File: config.mk
export PLATFORM = sky130hd
export DESIGN_NAME = sensor_frame_parser_sum_check
export DESIGN_NICKNAME = d
export VERILOG_FILES = /design/src/rtl/sfp_pkg.sv /design/src/rtl/sfp_parser.sv /design/src/rtl/sfp_emitter.sv /design/src/rtl/sensor_frame_parser_sum_check.sv
export SDC_FILE = /design/constraint.sdc
export NUM_CORES = 1
export LEC_CHECK = 0
export ABC_AREA = 1
export BUFFER_PORTS_ARGS = -buffer_cell sky130_fd_sc_hd__buf_2
export CAP_MARGIN = 25
export CELL_PAD_IN_SITES_DETAIL_PLACEMENT = 1
export CELL_PAD_IN_SITES_GLOBAL_PLACEMENT = 2
export CORE_MARGIN = 5
export CORE_UTILIZATION = 34
export DETAILED_ROUTE_END_ITERATION = 6
export GPL_TIMING_DRIVEN = 0
export PLACE_DENSITY = 0.72
export SLEW_MARGIN = 20
export SYNTH_ARGS = -nofsm -noshare
export SYNTH_HDL_FRONTEND = slang
export SYNTH_HIERARCHICAL = 1
export SYNTH_SLANG_ARGS = --single-unit
File: constraint.sdc
create_clock -name clk -period 10.44 [get_ports clk]
set_input_delay 0 -clock clk [delete_from_list [all_inputs] [get_ports clk]]
set_output_delay 0 -clock clk [all_outputs]
set_load 0.02 [all_outputs]
File: src/rtl/sfp_pkg.sv
// Shared types, constants and decode functions for the sensor frame parser.
// No dependencies; imported by sfp_parser, sfp_emitter and the top level.
package sfp_pkg;

    // Only the first twelve payload bytes are ever decoded (id 3 reads 0..11).
    localparam int KEEP_BYTES = 12;

    localparam logic [7:0] SYNC_BYTE = 8'h55;

    localparam logic [7:0] KIND_01 = 8'h01;
    localparam logic [7:0] KIND_02 = 8'h02;
    localparam logic [7:0] KIND_03 = 8'h03;
    localparam logic [7:0] KIND_04 = 8'h04;
    localparam logic [7:0] KIND_05 = 8'h05;
    localparam logic [7:0] KIND_06 = 8'h06;

    typedef enum logic [2:0] {
        PH_SYNC1,
        PH_SYNC2,
        PH_KIND,
        PH_LEN,
        PH_DATA,
        PH_SUM
    } phase_t;

    typedef enum logic [1:0] {
        ST_VALUE   = 2'd0,
        ST_SUM_ERR = 2'd1,
        ST_UNKNOWN = 2'd2
    } status_t;

    typedef logic [7:0] byte_t;
    typedef byte_t [KEEP_BYTES-1:0] payload_t;

    // Finished frame handed from parser to emitter.
    typedef struct packed {
        logic        ok;
        logic [7:0]  kind;
        payload_t    bytes;
        logic [31:0] good;
        logic [31:0] bad;
    } frame_t;

    // Number of decoded values for an id; zero for an unknown id.
    function automatic logic [2:0] value_count(input logic [7:0] kind);
        logic [2:0] n;
        case (kind)
            KIND_01: n = 3'd3;
            KIND_02: n = 3'd4;
            KIND_03: n = 3'd6;
            KIND_04: n = 3'd4;
            KIND_05: n = 3'd3;
            KIND_06: n = 3'd4;
            default: n = 3'd0;
        endcase
        return n;
    endfunction

    // Little-endian value idx of a frame of the given id.
    function automatic logic [31:0] decode_value(input logic [7:0] kind,
                                                 input logic [2:0] idx,
                                                 input payload_t   b);
        logic [15:0] pair;
        logic [31:0] res;
        case (idx)
            3'd0:    pair = {b[1],  b[0]};
            3'd1:    pair = {b[3],  b[2]};
            3'd2:    pair = {b[5],  b[4]};
            3'd3:    pair = {b[7],  b[6]};
            3'd4:    pair = {b[9],  b[8]};
            3'd5:    pair = {b[11], b[10]};
            default: pair = 16'd0;
        endcase
        if (kind == KIND_05) begin
            // two 32-bit words, then a signed 16-bit word at byte 8
            case (idx)
                3'd0:    res = {b[3], b[2], b[1], b[0]};
                3'd1:    res = {b[7], b[6], b[5], b[4]};
                default: res = {{16{b[9][7]}}, b[9], b[8]};
            endcase
        end else if (kind == KIND_06) begin
            res = {16'd0, pair};
        end else begin
            res = {{16{pair[15]}}, pair};
        end
        return res;
    endfunction

endpackage

File: src/rtl/sfp_parser.sv
// Byte-level frame hunter: sync, id, length, data capture, checksum, counts.
// Depends on sfp_pkg; hands finished frames to sfp_emitter.
module sfp_parser #(
    parameter int PAYLOAD_BYTES = 16
) (
    input  logic            clk,
    input  logic            rst_n,
    input  logic            in_valid,
    output logic            in_ready,
    input  logic [7:0]      rx_byte,
    input  logic            can_load,
    output logic            frame_valid,
    output sfp_pkg::frame_t frame
);
    import sfp_pkg::*;

    localparam int LEN_W = $clog2(PAYLOAD_BYTES + 1);

    phase_t            phase_reg, phase_next;
    logic [7:0]        kind_reg, kind_next;
    logic [LEN_W-1:0]  length_reg, length_next;
    logic [LEN_W-1:0]  taken_reg, taken_next;
    logic [7:0]        sum_reg, sum_next;
    payload_t          payload_reg;
    logic [31:0]       good_reg, good_next;
    logic [31:0]       bad_reg, bad_next;
    logic              accept;
    logic              sum_ok;
    logic [LEN_W-1:0]  taken_inc;

    // checksum byte waits until the emitter can take the frame
    assign in_ready = (phase_reg != PH_SUM) || can_load;
    assign accept   = in_valid && in_ready;
    assign sum_ok   = (rx_byte == sum_reg);
    assign taken_inc = taken_reg + 1'b1;

    assign frame_valid = accept && (phase_reg == PH_SUM);
    assign frame.ok    = sum_ok;
    assign frame.kind  = kind_reg;
    assign frame.bytes = payload_reg;
    assign frame.good  = good_next;
    assign frame.bad   = bad_next;

    always_comb
    begin
        phase_next  = phase_reg;
        kind_next   = kind_reg;
        length_next = length_reg;
        taken_next  = taken_reg;
        sum_next    = sum_reg;
        good_next   = good_reg;
        bad_next    = bad_reg;
        case (phase_reg)
            PH_SYNC1:
            begin
                if (rx_byte == SYNC_BYTE) begin
                    sum_next   = SYNC_BYTE;
                    phase_next = PH_SYNC2;
                end
            end
            PH_SYNC2:
            begin
                if (rx_byte == SYNC_BYTE) begin
                    sum_next   = sum_reg + SYNC_BYTE;
                    phase_next = PH_KIND;
                end else begin
                    phase_next = PH_SYNC1;
                    taken_next = '0;
                    sum_next   = '0;
                end
            end
            PH_KIND:
            begin
                kind_next  = rx_byte;
                sum_next   = sum_reg + rx_byte;
                phase_next = PH_LEN;
            end
            PH_LEN:
            begin
                if (rx_byte == 8'd0 || rx_byte > 8'(PAYLOAD_BYTES)) begin
                    phase_next = PH_SYNC1;
                    taken_next = '0;
                    sum_next   = '0;
                end else begin
                    length_next = rx_byte[LEN_W-1:0];
                    sum_next    = sum_reg + rx_byte;
                    taken_next  = '0;
                    phase_next  = PH_DATA;
                end
            end
            PH_DATA:
            begin
                taken_next = taken_inc;
                sum_next   = sum_reg + rx_byte;
                if (taken_inc >= length_reg) begin
                    phase_next = PH_SUM;
                end
            end
            PH_SUM:
            begin
                if (sum_ok) begin
                    good_next = good_reg + 32'd1;
                end else begin
                    bad_next = bad_reg + 32'd1;
                end
                phase_next = PH_SYNC1;
                taken_next = '0;
                sum_next   = '0;
            end
            default:
            begin
                phase_next = PH_SYNC1;
                taken_next = '0;
                sum_next   = '0;
            end
        endcase
    end

    always_ff @(posedge clk or negedge rst_n)
    begin
        if (!rst_n) begin
            phase_reg  <= PH_SYNC1;
            kind_reg   <= '0;
            length_reg <= '0;
            taken_reg  <= '0;
            sum_reg    <= '0;
            good_reg   <= '0;
            bad_reg    <= '0;
        end else if (accept) begin
            phase_reg  <= phase_next;
            kind_reg   <= kind_next;
            length_reg <= length_next;
            taken_reg  <= taken_next;
            sum_reg    <= sum_next;
            good_reg   <= good_next;
            bad_reg    <= bad_next;
        end
    end

    // Bytes past the decoded window are never read back; drop them.
    always_ff @(posedge clk or negedge rst_n)
    begin
        if (!rst_n) begin
            payload_reg <= '0;
        end else if (accept && phase_reg == PH_DATA) begin
            for (int i = 0; i < KEEP_BYTES; i++) begin
                if (taken_reg == LEN_W'(i)) begin
                    payload_reg[i] <= rx_byte;
                end
            end
        end
    end

endmodule

File: src/rtl/sfp_emitter.sv
// Result stage: snapshots a finished frame and issues its results in order.
// Depends on sfp_pkg for frame_t and the decode functions.
module sfp_emitter (
    input  logic            clk,
    input  logic            rst_n,
    input  logic            frame_valid,
    input  sfp_pkg::frame_t frame,
    output logic            can_load,
    output logic            out_valid,
    input  logic            out_ready,
    output logic [1:0]      status,
    output logic [7:0]      frame_kind,
    output logic [2:0]      value_index,
    output logic [31:0]     value,
    output logic            last,
    output logic [31:0]     good_frames,
    output logic [31:0]     bad_frames
);
    import sfp_pkg::*;

    logic        valid_reg;
    status_t     status_reg;
    logic [7:0]  kind_reg;
    logic [2:0]  idx_reg, idx_next;
    logic [31:0] value_reg;
    logic        last_reg;
    logic [31:0] good_reg;
    logic [31:0] bad_reg;
    payload_t    bytes_reg;
    logic [2:0]  count_reg, count_next;
    logic        advance;
    logic        has_values;

    assign advance    = valid_reg && out_ready && !last_reg;
    assign can_load   = !valid_reg || (out_ready && last_reg);
    assign idx_next   = idx_reg + 3'd1;
    assign count_next = value_count(frame.kind);
    assign has_values = frame.ok && (count_next != 3'd0);

    always_ff @(posedge clk or negedge rst_n)
    begin
        if (!rst_n) begin
            valid_reg <= 1'b0;
        end else if (frame_valid) begin
            valid_reg <= 1'b1;
        end else if (valid_reg && out_ready && last_reg) begin
            valid_reg <= 1'b0;
        end
    end

    always_ff @(posedge clk)
    begin
        if (frame_valid) begin
            kind_reg  <= frame.kind;
            bytes_reg <= frame.bytes;
            good_reg  <= frame.good;
            bad_reg   <= frame.bad;
            count_reg <= count_next;
            idx_reg   <= 3'd0;
            last_reg  <= !has_values;
            if (!frame.ok) begin
                status_reg <= ST_SUM_ERR;
                value_reg  <= 32'd0;
            end else if (count_next == 3'd0) begin
                status_reg <= ST_UNKNOWN;
                value_reg  <= 32'd0;
            end else begin
                status_reg <= ST_VALUE;
                value_reg  <= decode_value(frame.kind, 3'd0, frame.bytes);
            end
        end else if (advance) begin
            idx_reg   <= idx_next;
            value_reg <= decode_value(kind_reg, idx_next, bytes_reg);
            last_reg  <= (idx_next == count_reg - 3'd1);
        end
    end

    assign out_valid   = valid_reg;
    assign status      = status_reg;
    assign frame_kind  = kind_reg;
    assign value_index = idx_reg;
    assign value       = value_reg;
    assign last        = last_reg;
    assign good_frames = good_reg;
    assign bad_frames  = bad_reg;

endmodule

File: src/rtl/sensor_frame_parser_sum_check.sv
// Sensor frame parser with 8-bit additive checksum, top level.
// Throughput: one rx byte per cycle; a checksum byte waits only while the previous
// frame's results are still leaving. A frame's results (up to six) start the cycle
// after its checksum byte is taken and go out one per cycle while out_ready holds.
// Reset (rst_n, async, active low) restarts the hunt and clears counts and payload.
// Depends on sfp_pkg, sfp_parser and sfp_emitter.
module sensor_frame_parser_sum_check #(
    parameter int PAYLOAD_BYTES = 16
) (
    input  logic        clk,
    input  logic        rst_n,
    // rx word channel
    input  logic        in_valid,
    output logic        in_ready,
    input  logic [7:0]  rx_byte,
    // result word channel
    output logic        out_valid,
    input  logic        out_ready,
    output logic [1:0]  status,
    output logic [7:0]  frame_kind,
    output logic [2:0]  value_index,
    output logic [31:0] value,
    output logic        last,
    output logic [31:0] good_frames,
    output logic [31:0] bad_frames
);
    import sfp_pkg::*;

    // Frame hand-off between the byte parser and the result stage.
    // The emitter snapshots the payload window, so the parser is free to
    // collect the next frame's bytes while results drain.
    logic   frame_valid;
    frame_t frame;
    logic   can_load;

    // Parser: one byte per accepted word. Holds phase, id, length, running
    // sum, the decoded payload window and the good/bad counters.
    sfp_parser #(
        .PAYLOAD_BYTES (PAYLOAD_BYTES)
    ) u_parser (
        .clk         (clk),
        .rst_n       (rst_n),
        .in_valid    (in_valid),
        .in_ready    (in_ready),
        .rx_byte     (rx_byte),
        .can_load    (can_load),
        .frame_valid (frame_valid),
        .frame       (frame)
    );

    // Emitter: result register plus value index; walks the id's value list.
    sfp_emitter u_emitter (
        .clk         (clk),
        .rst_n       (rst_n),
        .frame_valid (frame_valid),
        .frame       (frame),
        .can_load    (can_load),
        .out_valid   (out_valid),
        .out_ready   (out_ready),
        .status      (status),
        .frame_kind  (frame_kind),
        .value_index (value_index),
        .value       (value),
        .last        (last),
        .good_frames (good_frames),
        .bad_frames  (bad_frames)
    );

    // Stalling the input implies a pending result.
    assert property (@(posedge clk) disable iff (!rst_n)
        !in_ready |-> out_valid)
        else $error("input stalled with no result pending");

    // Error and unknown-id results are single, zero-valued words.
    assert property (@(posedge clk) disable iff (!rst_n)
        (out_valid && status != ST_VALUE) |-> (last && value == 32'd0 && value_index == 3'd0))
        else $error("error or unknown-id result malformed");

    // Value index stays within the longest value list.
    assert property (@(posedge clk) disable iff (!rst_n)
        out_valid |-> (value_index <= 3'd5))
        else $error("value index out of range");

    // A non-final result is followed by the next index of the same frame.
    assert property (@(posedge clk) disable iff (!rst_n)
        (out_valid && out_ready && !last) |=>
            (out_valid && value_index == $past(value_index) + 3'd1))
        else $error("result sequence broken");

endmodule

Word level (Yosys, flattened, before mapping). Cells that the tools add are included.

Latch bits: 0. Logic and storage cells: 161. ROM bits: 0. Memories: 0. Bits in writable memories: 0. Bits in registers: 399.

Add/sub/neg operators: 7. Order comparisons: 2. Eq/ne operators: 36. Divide/modulo/power cells: 0. Bitwise operators: 2. Mux-type cells: 31. Shifts and indexed selects: 0. Multiply operators: 0. Reduce and logical (&&, ||, !) cells: 43.

Operators by type and width (count): $mux W32 (12); $pmux W16 S6 (1); $add A32 B1 Y32 const B (2); $pmux W32 S2 (1); $eq A8 B3 Y1 const B (5); $pmux W8 S4 (1); $reduce_and A2 Y1 (14); $mux W8 (3); $eq A5 B3 Y1 const B (4); $eq A5 B4 Y1 const B (4); $eq A8 B2 Y1 const B (2); $pmux W3 S5 (1); $pmux W5 S3 (1); $eq A3 B2 Y1 const B (4); $eq A3 B3 Y1 const B (4); $eq A5 B2 Y1 const B (2); $logic_not A3 Y1 (3); $mux W3 (3); $pmux W3 S3 (1); $reduce_and A3 Y1 (3); $add A8 B7 Y8 const B (1); $add A8 B8 Y8 (1); $eq A8 B1 Y1 const B (1); $eq A8 B7 Y1 const B (1); 25 further kinds (46).

Depth between registers and ports, before layout. Gate-level depths: netlist of run 1.

Word-level depth: 7. Depth in mapped cells: 14.

By module. The synthesis of run 1 kept the hierarchy.

Modules (own cells, without submodules): sfp_parser (area an instance 10128.5 um^2, cells each 1332, instances 1); sfp_emitter (area an instance 9018.6 um^2, cells each 805, instances 1).

Worst setup path after synthesis of run 1. Ideal clock, no wire load.

Kind: register to register. Start: register u_emitter.last_reg, in the netlist u_emitter/last. End: register u_emitter.last_reg, in the netlist u_emitter/last (enable). Required time: 10049 ps. Library setup time: 391 ps. Data arrival time: 10232 ps. Path slack: -183 ps. Stages on the path, launching flop included: 13. Clock period less this slack: 10623 ps. Buffers on the path: 4. Cells stage by stage: edfxtp_1 -> nand2_1 -> nand2_1 -> inv_1 -> nand2_1 -> nand2_4 -> buf_2 -> buf_2 -> nor2_1 -> inv_1 -> clkbuf_1 -> clkbuf_1 -> nand2_1.

Cells in the longest elaborated chain, start to end: 6. Elaborated cells on any way between the ends: 8.

Ends and longest elaborated chain: from (decl) (RTL line sfp_emitter.sv:26) `logic last_reg;`; from (signal assigned) (RTL line sfp_emitter.sv:60) `last_reg <= !has_values;`; from (signal assigned) (RTL line sfp_emitter.sv:74) `last_reg <= (idx_next == count_reg - 3'd1);`; $logic_and A1 B1 Y1 (RTL line sfp_emitter.sv:35) `assign can_load = !valid_reg || (out_ready && last_reg);`; $logic_or A1 B1 Y1 (RTL line sfp_emitter.sv:35); net can_load (RTL line sensor_frame_parser_sum_check.sv:34) `logic can_load;`; $logic_or A1 B1 Y1 (RTL line sfp_parser.sv:32) `assign in_ready = (phase_reg != PH_SUM) || can_load;`; net in_ready (RTL line sensor_frame_parser_sum_check.sv:14) `output logic in_ready,`; $logic_and A1 B1 Y1 (RTL line sfp_parser.sv:33) `assign accept = in_valid && in_ready;`; $logic_and A1 B1 Y1 (RTL line sfp_parser.sv:37) `assign frame_valid = accept && (phase_reg == PH_SUM);`; net frame_valid (RTL line sensor_frame_parser_sum_check.sv:32) `logic frame_valid;`; $reduce_bool A2 Y1 (no line).

The timed path passes the listed nets, and every way through them passes these cells. A chain may end at the register's enable or synchronous reset.

Final worst setup path of run 1.
Start: register u_parser.phase_reg[1]. End: register u_emitter.value_reg[9], in the netlist u_emitter/value[9] (enable).

Cells in the longest elaborated chain, start to end: 5. Elaborated cells on any way between the ends: 6.

Ends and longest elaborated chain: from (decl) (RTL line sfp_parser.sv:19) `phase_t phase_reg, phase_next;`; from (signal assigned) (RTL line sfp_parser.sv:130) `phase_reg <= phase_next;`; $ne A3 B3 Y1 (RTL line sfp_parser.sv:32); $logic_or A1 B1 Y1 (RTL line sfp_parser.sv:32); $logic_and A1 B1 Y1 (RTL line sfp_parser.sv:33); $logic_and A1 B1 Y1 * (RTL line sfp_parser.sv:37); net frame_valid (RTL line sensor_frame_parser_sum_check.sv:32); $reduce_bool A2 Y1 (no line) *; to (signal assigned) (RTL line sfp_emitter.sv:69) `value_reg <= decode_value(frame.kind, 3'd0, frame.bytes);`; to (signal assigned) (RTL line sfp_emitter.sv:73) `value_reg <= decode_value(kind_reg, idx_next, bytes_reg);`; to (decl) (RTL line sfp_emitter.sv:25) `logic [31:0] value_reg;`.

Mark *: on every way through the listed nets, which the timed path passes. The rest lies on a longest branch.

==> summary.log, run 1 <==
[run_status] outcome completed
[timing] Highest Clock Rate 215 MHz
[detailed_routing] number of vias in the routed layout 15430
[worst_hold_path] worst min path class primary input to flip-flop
[global_routing] pin count of the biggest net entering global routing 75
[timing] Setup Viol. Count Final 0
[clocking] htree depth 2
[critical_path] maximum single-stage delay on the critical path 610 ps
[critical_path] top fanout value on the critical path 33
[die] die span in y 247 um
[run] total of max-cap violations 0
[die] width of the die 247 um
[die] num ports 124
[timing] final setup skew 17.2 ps
[final_layout] # nets final 2369
[timing] fin. max-slew vios 0
[clocking] CTS clk-pin slew, worst paths 60 ps
[global_routing] via count of the first global-routing pass 16401
[clocking] Inserted Clock Buffers 46
[final_layout] Finished Layout Cells 3125
[clocking] Setup Buffers After CTS 0
[synthesis] post-synthesis cell type count 45
[final_layout] fraction of final layout cells sized beyond drive strength 1 0.122
[synthesis] number of enable flip-flop cells after synthesis 206
[die] initial core utilization 0.342
[synthesis] sequential fraction of the synthesis area 0.575
[critical_path] WS Path Type flip-flop to flip-flop
[power] overall power of the completed layout 3.97 mW
[place] number of placed instances, taps included 3027
[synthesis] post-synthesis async set-or-reset flop share 0.476
[detailed_routing] post-detailed-route via-to-cell ratio 4.94
[synthesis] Ys Warns 6
[synthesis] netlist area before placement 0.0191 mm^2
[timing] Worst slew margin 0.302
[global_routing] first-pass GRT wire length 97300 um
[global_routing] antenna violations before repair 2
[critical_path] buffering stage count on the worst path with inverters included 7
[die] area enclosed by the die boundary 0.0612 mm^2
[detailed_routing] 1st-pass router iterations 5
[detailed_routing] Detail Route Antenna Nets 0
[synthesis] Mapped Cells 2137
[clocking] clock tree sinks 399
[clocking] cell at the root of the clock tree clkbuf_16
[die] cell row count 87
[place] Routability Congestion 0.868
[synthesis] Synth Net Count 2175
[critical_path] Worst path slowest cell nand2_2
[power] maximum vdd drop 108 uV
[critical_path] Required @ worst endpoint 10560 ps
[clocking] worst-skew pair later-pin latency 570 ps
[critical_path] reg-to-reg critical path endpoint u_emitter/value[9]
[critical_path] worst endpoint data arrival time 4780 ps
[final_layout] Layout fillers 6549
[synthesis] Main synth FF type edfxtp_1
[power] Leak Pwr 10.0 nW
[detailed_routing] detailed router's first-iteration violation count 756
[worst_hold_path] Hold Path Depth 5
[worst_hold_path] endpoint of the worst hold-timing path u_parser/sum_reg[1]
[worst_hold_path] Hold Startpoint in_valid
[detailed_routing] post-route DRC violation count 0
[clocking] maximum buffer depth of the clock tree 3
[global_routing] aggregate global-route resource usage 0.208
[critical_path] Reg2Reg Setup Slack 5790 ps
[global_routing] remaining global-route overflow 0
[final_layout] Area growth, synth to finish 18.3%
[final_layout] commonest non-fill, non-tap cells in the layout 745 x nand2_1, 206 x edfxtp_1, 198 x inv_1
[synthesis] mean instance size in the synthesized netlist 8.96 um^2
[place] quantity of I/O buffers inserted on ports 123
[timing] slew at the pin closest to its max-slew limit 1050 ps
[final_layout] area of all sequential standard cells 0.0110 mm^2
[critical_path] endpoint class of the critical path flip-flop
[place] final HPWL from detailed placement 47700 um
[critical_path] ordered list of cells on the worst path nor3_4 -> nand2_1 -> nand2_4 -> buf_2 -> buf_2 -> nor2_4 -> buf_12 -> buf_12 -> inv_1 -> clkbuf_1 -> clkbuf_1 -> nand2_2
[timing] RSZ-0062 raised after global routing false
[critical_path] cell count of the worst reg-to-reg path 12
[detailed_routing] routed wirelength normalized by instance count 20.4 um
[timing] crit share post-route 0.446
[timing] Period minus WS final 4650 ps
[critical_path] startpoint of the lowest-slack register-to-register path u_parser/phase_reg[1]
[timing] number of hold violations in the final report 0
[clocking] post-cts repair resize count 0
[clocking] TritonCTS clock tree yes
[detailed_routing] total routed wirelength 63600 um
[final_layout] area of the multi-input gates 0.00694 mm^2
[synthesis] count of state elements after synthesis 399
[power] power density over cell area 175 mW/mm^2
[critical_path] Worst path top cell family by delay buffers and inverters
[die] standard cell core area 0.0561 mm^2
[final_layout] most frequent standard cell in the layout excluding fill and tap cells nand2_1
[critical_path] category of the worst setup path launch point flip-flop
## logic make-up (layout without fill, tap and decap cells)
family	Yosys count	in the layout	synth area share
compound gates	213	213	0.0606
xor+xnor	38	38	0.0178
fa+ha+maj	26	26	0.0174
buf+inv	287	518	0.0635
flops	399	399	0.575
other cells	0	1	0
simple gates	1174	1174	0.266
## what timing repair did
action	CTS	global route
endpoints found under the hold margin	147	0
setup endpoints to repair	0	0
hold buffers	12	0
## per-stage QoR
step | setup TNS [ps] | setup WS [ps] | hold WS, ps | util | cell area [um^2]
after floorplan | 0 | 2780 | -296 | - | 19100
final | 0 | 5790 | 21.7 | 0.404 | 22700
after global routing | 0 | 5420 | 26.1 | 0.404 | 22700
after CTS | 0 | 5630 | 3.18 | 0.404 | 22700
after detailed placement | 0 | 5660 | -56.9 | 0.374 | 21000
after global placement | -15030 | -459 | 347 | 0.369 | 20700
## Yosys cell counts, types with 3 or more instances
| library cell | n | area, um^2 |
|---|---|---|
| ha_1 | 25 | 313 |
| buf_4 | 7 | 52.6 |
| xnor2_1 | 11 | 96.3 |
| o211ai_1 | 15 | 113 |
| nand2_1 | 746 | 2800 |
| edfxtp_1 | 206 | 6190 |
| nor3_1 | 21 | 105 |
| a21oi_1 | 12 | 60.1 |
| clkbuf_1 | 35 | 131 |
| buf_2 | 30 | 150 |
| inv_1 | 198 | 743 |
| nand3b_1 | 6 | 45.0 |
| nor2_1 | 104 | 390 |
| buf_6 | 10 | 113 |
| dfxtp_1 | 3 | 60.1 |
| dfrtp_1 | 190 | 4750 |
| o21ai_1 | 3 | 15.0 |
| o21ai_0 | 170 | 851 |
| nand4_1 | 80 | 500 |
| buf_1 | 5 | 18.8 |
| nand2_2 | 6 | 37.5 |
| and2_1 | 13 | 81.3 |
| nand3_1 | 171 | 856 |
| nor2_4 | 6 | 67.6 |
| nand2_4 | 9 | 101 |
| o2111ai_1 | 3 | 26.3 |
| xor2_1 | 26 | 228 |
| nor2_2 | 3 | 18.8 |
| o21bai_1 | 3 | 22.5 |
## layout make-up
type | count | share of cell area
antenna | 1 | 0.000110
buffer | 87 | 0.0205
clock buffer | 62 | 0.0562
clock inverter | 23 | 0.0121
inverter | 200 | 0.0331
multi-input combinational | 1451 | 0.306
sequential | 399 | 0.485
tap | 756 | 0.0417
timing repair buffer | 146 | 0.0445
## power breakdown
group          switching [mW]  internal [mW]  total, mW
Combinational           0.390          0.163      0.553
Sequential             0.0475           1.70       1.75
Clock                   0.663           1.00       1.67
## worst register-to-register path, delay by kind of cell (launching register included)
kind          cells  cell delay [ps]
simple gates      5             1710
buf+inv           7             2010
flops             1              470
## metal layers
layer / global-route usage / wire length (um) / vias up
met1: 0.266 / 27700 / 7701
met4: 0.0503 / 1520 / 0
li1: - / - / 7445
met5: 0 / 0 / -
met2: 0.374 / 32600 / 208
met3: 0.0264 / 1840 / 76
## worst max path at each step
stage,from,end,slack (ps),cells after the start
floorplan,u_emitter/last,u_emitter/last,2780,12
global placement,u_parser/phase_reg[2],u_emitter/value[8],-460,11
detailed placement,u_parser/phase_reg[1],u_emitter/value[9],5660,12
CTS,u_parser/phase_reg[1],u_emitter/value[9],5630,12
global route,u_parser/phase_reg[0],u_emitter/value[9],5420,13
finish,u_parser/phase_reg[1],u_emitter/value[9],5790,12
Note: power is estimated with default switching activity, not from simulation.
==> run 2: changes to the inputs <==
Settings changed: CORE_UTILIZATION 34 to 38, PLACE_DENSITY 0.72 to 0.77.
Clock period 10.44 ns to 4.4 ns, I/O delays scaled along.
==> run 2 against run 1 <==
  * Flip-flop and latch count unchanged
  * Count of clock-buffer cells in the layout increased by 5
  * Power increased by 150%
  * Fmax rose by 21%
  * Critical path type unchanged
  * Critical endpoint is now u_emitter/value[11]
==> summary.log, run 2 (synthesis results as in run 1) <==
[critical_path] source of the critical timing path u_parser/phase_reg[1]
[clocking] Setup Buffers After CTS 0
[clocking] htree depth 2
[detailed_routing] 1st-pass router iterations 4
[timing] Fin Setup TNS 0 ps
[clocking] Inserted Clock Buffers 46
[clocking] cell at the root of the clock tree clkbuf_16
[final_layout] commonest non-fill, non-tap cells in the layout 744 x nand2_1, 206 x edfxtp_1, 197 x inv_1
[timing] Worst slew margin 0.273
[run] total of max-cap violations 0
[final_layout] fraction of final layout cells sized beyond drive strength 1 0.130
[die] num ports 124
[final_layout] antenna fix cells 0
[timing] Setup Viol. Count Final 0
[power] Clk network pwr share 0.439
[timing] RSZ-0062 raised after global routing false
[clocking] clock tree sinks 399
[detailed_routing] Detail Route Antenna Nets 0
[detailed_routing] total routed wirelength 62900 um
[die] die span in y 234 um
[critical_path] startpoint of the lowest-slack register-to-register path u_parser/phase_reg[1]
[timing] final setup skew 18.6 ps
[global_routing] via count of the first global-routing pass 16562
[power] Leak Pwr 10.2 nW
[final_layout] area of the multi-input gates 0.00696 mm^2
[place] Routability Congestion 0.877
[critical_path] top fanout value on the critical path 33
[power] Int Power 7.11 mW
[final_layout] most frequent standard cell in the layout excluding fill and tap cells nand2_1
[global_routing] aggregate global-route resource usage 0.230
[clocking] post-cts repair resize count 0
[detailed_routing] length of routed met2 wiring 32100 um
[final_layout] # nets final 2368
[critical_path] Reg2Reg Setup Slack 560 ps
[power] power density over cell area 428 mW/mm^2
[timing] number of hold violations in the final report 0
[worst_hold_path] Hold Startpoint in_valid
[detailed_routing] highest metal layer with signal wires met4
[clocking] worst-skew pair later-pin latency 590 ps
[clocking] CTS clk-pin slew, worst paths 60 ps
[die] width of the die 234 um
[die] standard cell core area 0.0500 mm^2
[global_routing] remaining global-route overflow 0
[global_routing] antenna violations before repair 3
[die] area enclosed by the die boundary 0.0550 mm^2
[clocking] maximum buffer depth of the clock tree 3
[detailed_routing] post-detailed-route via-to-cell ratio 5.11
[die] cell row count 82
[place] quantity of I/O buffers inserted on ports 123
[timing] slew at the pin closest to its max-slew limit 1090 ps
[critical_path] ordered list of cells on the worst path nor3_4 -> inv_1 -> nor2_4 -> buf_12 -> buf_16 -> buf_12 -> inv_1 -> clkbuf_8 -> clkbuf_16 -> nand2_8
[critical_path] Required @ worst endpoint 4660 ps
[global_routing] pin count of the biggest net entering global routing 80
[critical_path] WS Path Type flip-flop to flip-flop
[detailed_routing] routed wirelength normalized by instance count 20.7 um
[global_routing] first-pass GRT wire length 96500 um
[critical_path] Worst path slowest cell nor2_4
[critical_path] category of the worst setup path launch point flip-flop
[detailed_routing] met3 WL 2270 um
[power] sw power 2.63 mW
[critical_path] endpoint class of the critical path flip-flop
[timing] Period minus WS final 3840 ps
[clocking] CTS hold repair buffers 12
[clocking] TritonCTS clock tree yes
[power] Sw Ratio 0.270
[detailed_routing] number of vias in the routed layout 15528
[final_layout] Area growth, synth to finish 19.0%
[timing] Highest Clock Rate 261 MHz
[power] maximum vdd drop 259 uV
[die] initial core utilization 0.383
[timing] fin. max-slew vios 0
[run_status] outcome completed
[detailed_routing] met1 wire length 27100 um
[detailed_routing] detailed router's first-iteration violation count 959
[critical_path] worst endpoint data arrival time 4090 ps
[power] overall power of the completed layout 9.75 mW
[final_layout] Layout fillers 5839
[power] proportion of power drawn by flip-flops and latches 0.426
[power] combinational cell fraction of total power 0.135
[worst_hold_path] worst min path class primary input to flip-flop
[final_layout] area of all sequential standard cells 0.0110 mm^2
[place] final HPWL from detailed placement 46300 um
[critical_path] maximum single-stage delay on the critical path 700 ps
[detailed_routing] post-route DRC violation count 0
[timing] crit share post-route 0.872
==> run 2: power groups by stage <==
stage / logic, mW / registers (mW) / clock network (mW)
4_1_cts: 1.32 / 4.15 / 4.39
6_report: 1.31 / 4.16 / 4.28
3_3_place_gp: 1.26 / 4.22 / 0
2_1_floorplan: 0.837 / 4.20 / 0
3_5_place_dp: 1.30 / 4.22 / 0
5_1_grt: 1.47 / 4.17 / 4.56
==> run 2: worst max-delay path, delay by kind of cell (launching register included) <==
family,cells,cell delay (ps)
AND/OR/NAND/NOR,3,1560
buffers and inverters,7,1440
flip-flops,1,460
==> run 2: path summary, 6_finish.rpt <==
| path | to | cells past startpoint |
|---|---|---|
| max in group asynchronous | u_parser/frame[67] | 4 |
| min reg2reg | u_emitter/bytes_reg[60] | 0 |
| min | u_parser/phase_reg[1] | 5 |
| max | u_emitter/value[11] | 10 |
| max reg2reg | u_emitter/value[11] | 10 |
| min in group asynchronous | u_parser/good_reg[26] | 4 |
==> run 2: area by class of cell <==
| type | count | share of cell area |
|---|---|---|
| clock inverter | 19 | 0.0134 |
| timing repair buffer | 145 | 0.0440 |
| inverter | 200 | 0.0329 |
| multi-input combinational | 1451 | 0.306 |
| tap | 672 | 0.0369 |
| buffer | 87 | 0.0228 |
| clock buffer | 67 | 0.0617 |
| sequential | 399 | 0.483 |
==> run 2: stage by stage <==
stage	instance area [um^2]	hold slack [ps]	setup slack, ps	cells	utilization
2_1_floorplan	19200	-296	-417	2137	-
3_3_place_gp	20700	348	-2310	2932	0.414
3_5_place_dp	20900	-57.0	530	2942	0.419
4_1_cts	22800	5.08	502	3040	0.456
5_1_grt	22800	41.7	336	3040	0.456
6_report	22800	22.3	564	3040	0.456
==> run 2: per-layer routing <==
| layer | vias to the layer above | global-route usage |
|---|---|---|
| li1 | 7432 | - |
| met2 | 234 | 0.410 |
| met1 | 7780 | 0.292 |
| met4 | 0 | 0.0589 |
| met5 | - | 0 |
| met3 | 82 | 0.0362 |
==> run 3: changes to the inputs <==
--- a/constraint.sdc
+++ b/constraint.sdc
@@ -3,2 +3,2 @@
 set_output_delay 0 -clock clk [all_outputs]
-set_load 0.02 [all_outputs]
+set_load 0.05 [all_outputs]
==> run 3 against run 2 <==
  * Die area is the same
  * Count of clock-buffer cells in the layout unchanged
  * Clock power is 5.1% lower
  * Via count fell by 0.14%
  * Register-to-register slack improved by 160 ps
  * First-iteration DRC count increased by 6.6%
  * Clock skew up 1.4 ps
==> summary.log, run 3 (synthesis results as in run 1) <==
[run_status] outcome completed
[timing] RSZ-0062 raised after global routing false
[timing] Period minus WS final 3680 ps
[power] Int Power 6.92 mW
[global_routing] first-pass GRT wire length 96400 um
[power] proportion of power drawn by flip-flops and latches 0.435
[clocking] Inserted Clock Buffers 46
[clocking] worst-skew pair later-pin latency 570 ps
[detailed_routing] 1st-pass router iterations 5
[timing] fin. max-slew vios 0
[final_layout] Layout fillers 5863
[timing] Fin Setup TNS 0 ps
[die] cell row count 82
[die] area enclosed by the die boundary 0.0550 mm^2
[final_layout] Area growth, synth to finish 18.5%
[power] sw power 2.62 mW
[critical_path] worst endpoint data arrival time 3910 ps
[place] final HPWL from detailed placement 46000 um
[global_routing] pin count of the biggest net entering global routing 76
[clocking] maximum buffer depth of the clock tree 3
[die] initial core utilization 0.383
[final_layout] # nets final 2368
[die] width of the die 234 um
[power] combinational cell fraction of total power 0.139
[global_routing] antenna violations before repair 2
[global_routing] Global Route met1 Usage 0.294
[global_routing] busiest metal layer after global routing met2
[timing] Worst Hold Slack 352 ps
[final_layout] most frequent standard cell in the layout excluding fill and tap cells nand2_1
[die] standard cell core area 0.0500 mm^2
[timing] Setup Viol. Count Final 0
[final_layout] area of all sequential standard cells 0.0110 mm^2
[critical_path] Required @ worst endpoint 4640 ps
[critical_path] category of the worst setup path launch point flip-flop
[timing] number of hold violations in the final report 0
[detailed_routing] number of vias in the routed layout 15506
[final_layout] final design area excluding fillers 0.0227 mm^2
[global_routing] fraction of met2 tracks used by global routing 0.405
[detailed_routing] Detail Route Antenna Nets 0
[detailed_routing] total routed wirelength 62700 um
[final_layout] area of the multi-input gates 0.00698 mm^2
[power] Sw Ratio 0.274
[timing] slew at the pin closest to its max-slew limit 1110 ps
[timing] Worst slew margin 0.260
[global_routing] via count of the first global-routing pass 16455
[detailed_routing] routed wirelength normalized by instance count 20.6 um
[critical_path] endpoint class of the critical path flip-flop
[clocking] htree depth 2
[critical_path] top fanout value on the critical path 33
[final_layout] Finished Layout Cells 3040
[timing] Highest Clock Rate 272 MHz
[place] worst-case setup slack after placement 716 ps
[final_layout] antenna fix cells 0
[power] power density over cell area 421 mW/mm^2
[clocking] Setup Buffers After CTS 0
[run] total of max-cap violations 0
[detailed_routing] post-route DRC violation count 0
[clocking] clock tree sinks 399
[timing] setup ws final 722 ps
[timing] crit share post-route 0.836
[critical_path] WS Path Type flip-flop to flip-flop
[global_routing] Global Route met3 Usage 0.0310
[detailed_routing] detailed router's first-iteration violation count 1022
[place] dpl cell area 0.0209 mm^2
[clocking] cell at the root of the clock tree clkbuf_16
[die] num ports 124
[clocking] TritonCTS clock tree yes
[detailed_routing] post-detailed-route via-to-cell ratio 5.10
[global_routing] aggregate global-route resource usage 0.229
[die] die span in y 234 um
[place] quantity of I/O buffers inserted on ports 123
[clocking] CTS clk-pin slew, worst paths 60 ps
[global_routing] remaining global-route overflow 0
[place] number of placed instances, taps included 2941
[place] Routability Congestion 0.906
[timing] final setup skew 20.0 ps
[final_layout] fraction of final layout cells sized beyond drive strength 1 0.126
[worst_hold_path] worst min path class primary input to flip-flop
[final_layout] commonest non-fill, non-tap cells in the layout 744 x nand2_1, 206 x edfxtp_1, 197 x inv_1
[power] Clk network pwr share 0.426
[power] maximum vdd drop 253 uV
[power] Leak Pwr 10.1 nW
[run 3: final cells by class]
| class | instances | share of cell area |
|---|---|---|
| plain buffers | 87 | 0.0229 |
| clock buffers | 67 | 0.0601 |
| clock inverters | 19 | 0.0107 |
| inverters | 200 | 0.0331 |
| multi-input cells | 1451 | 0.308 |
| flip-flops and latches | 399 | 0.485 |
| well taps | 672 | 0.0371 |
| repair buffers | 145 | 0.0437 |
[run 3: final timing paths]
path,startpoint,to,slack [ps],cells after the start
worst max-delay path,u_parser/phase_reg[0],u_emitter/value[11],720,10
worst min-delay path,out_ready,u_emitter/out_valid,350,5
worst max register to register,u_parser/phase_reg[0],u_emitter/value[11],720,10
worst min register to register,u_parser/frame[109],u_emitter/bytes_reg[45],430,0
max in group asynchronous,rst_n,u_parser/frame[67],3080,5
min in group asynchronous,rst_n,u_parser/good_reg[26],510,4
[run 3: metrics by stage]
| stage | util | power (mW) |
|---|---|---|
| final | 0.454 | 9.54 |
| after global routing | 0.454 | 9.99 |
| after CTS | 0.454 | 9.66 |
| after detailed placement | 0.419 | 5.54 |
| after global placement | 0.414 | 5.50 |
| after floorplan | - | 5.05 |
[run 3: per-layer routing]
metal / wire [um] / part of all wire / up-vias
met3: 2350 / 0.038 / 87
li1: - / - / 7435
met5: 0 / 0 / -
met4: 1810 / 0.029 / 0
met1: 26800 / 0.43 / 7702
met2: 31700 / 0.51 / 282
[run 3: timing repair]
item                                   4_1_cts  5_1_grt
hold buffers                                13        0
gates resized for setup                      0        0
endpoints found under the hold margin      155        0
[run 3: power groups by stage]
stage | registers, mW | clock network, mW | logic, mW
final | 4.15 | 4.06 | 1.33
after global routing | 4.17 | 4.33 | 1.49
after CTS | 4.15 | 4.17 | 1.34
after detailed placement | 4.22 | 0 | 1.32
after global placement | 4.22 | 0 | 1.28
after floorplan | 4.21 | 0 | 0.837
[run 3: critical path, stage by stage (launching register included)]
cell	delay, ps
dfrtp_1	430
inv_1	120
nor3_4	610
inv_1	330
nor2_4	640
buf_12	280
buf_12	220
inv_1	80
clkbuf_8	170
clkbuf_16	180
nand2_8	220
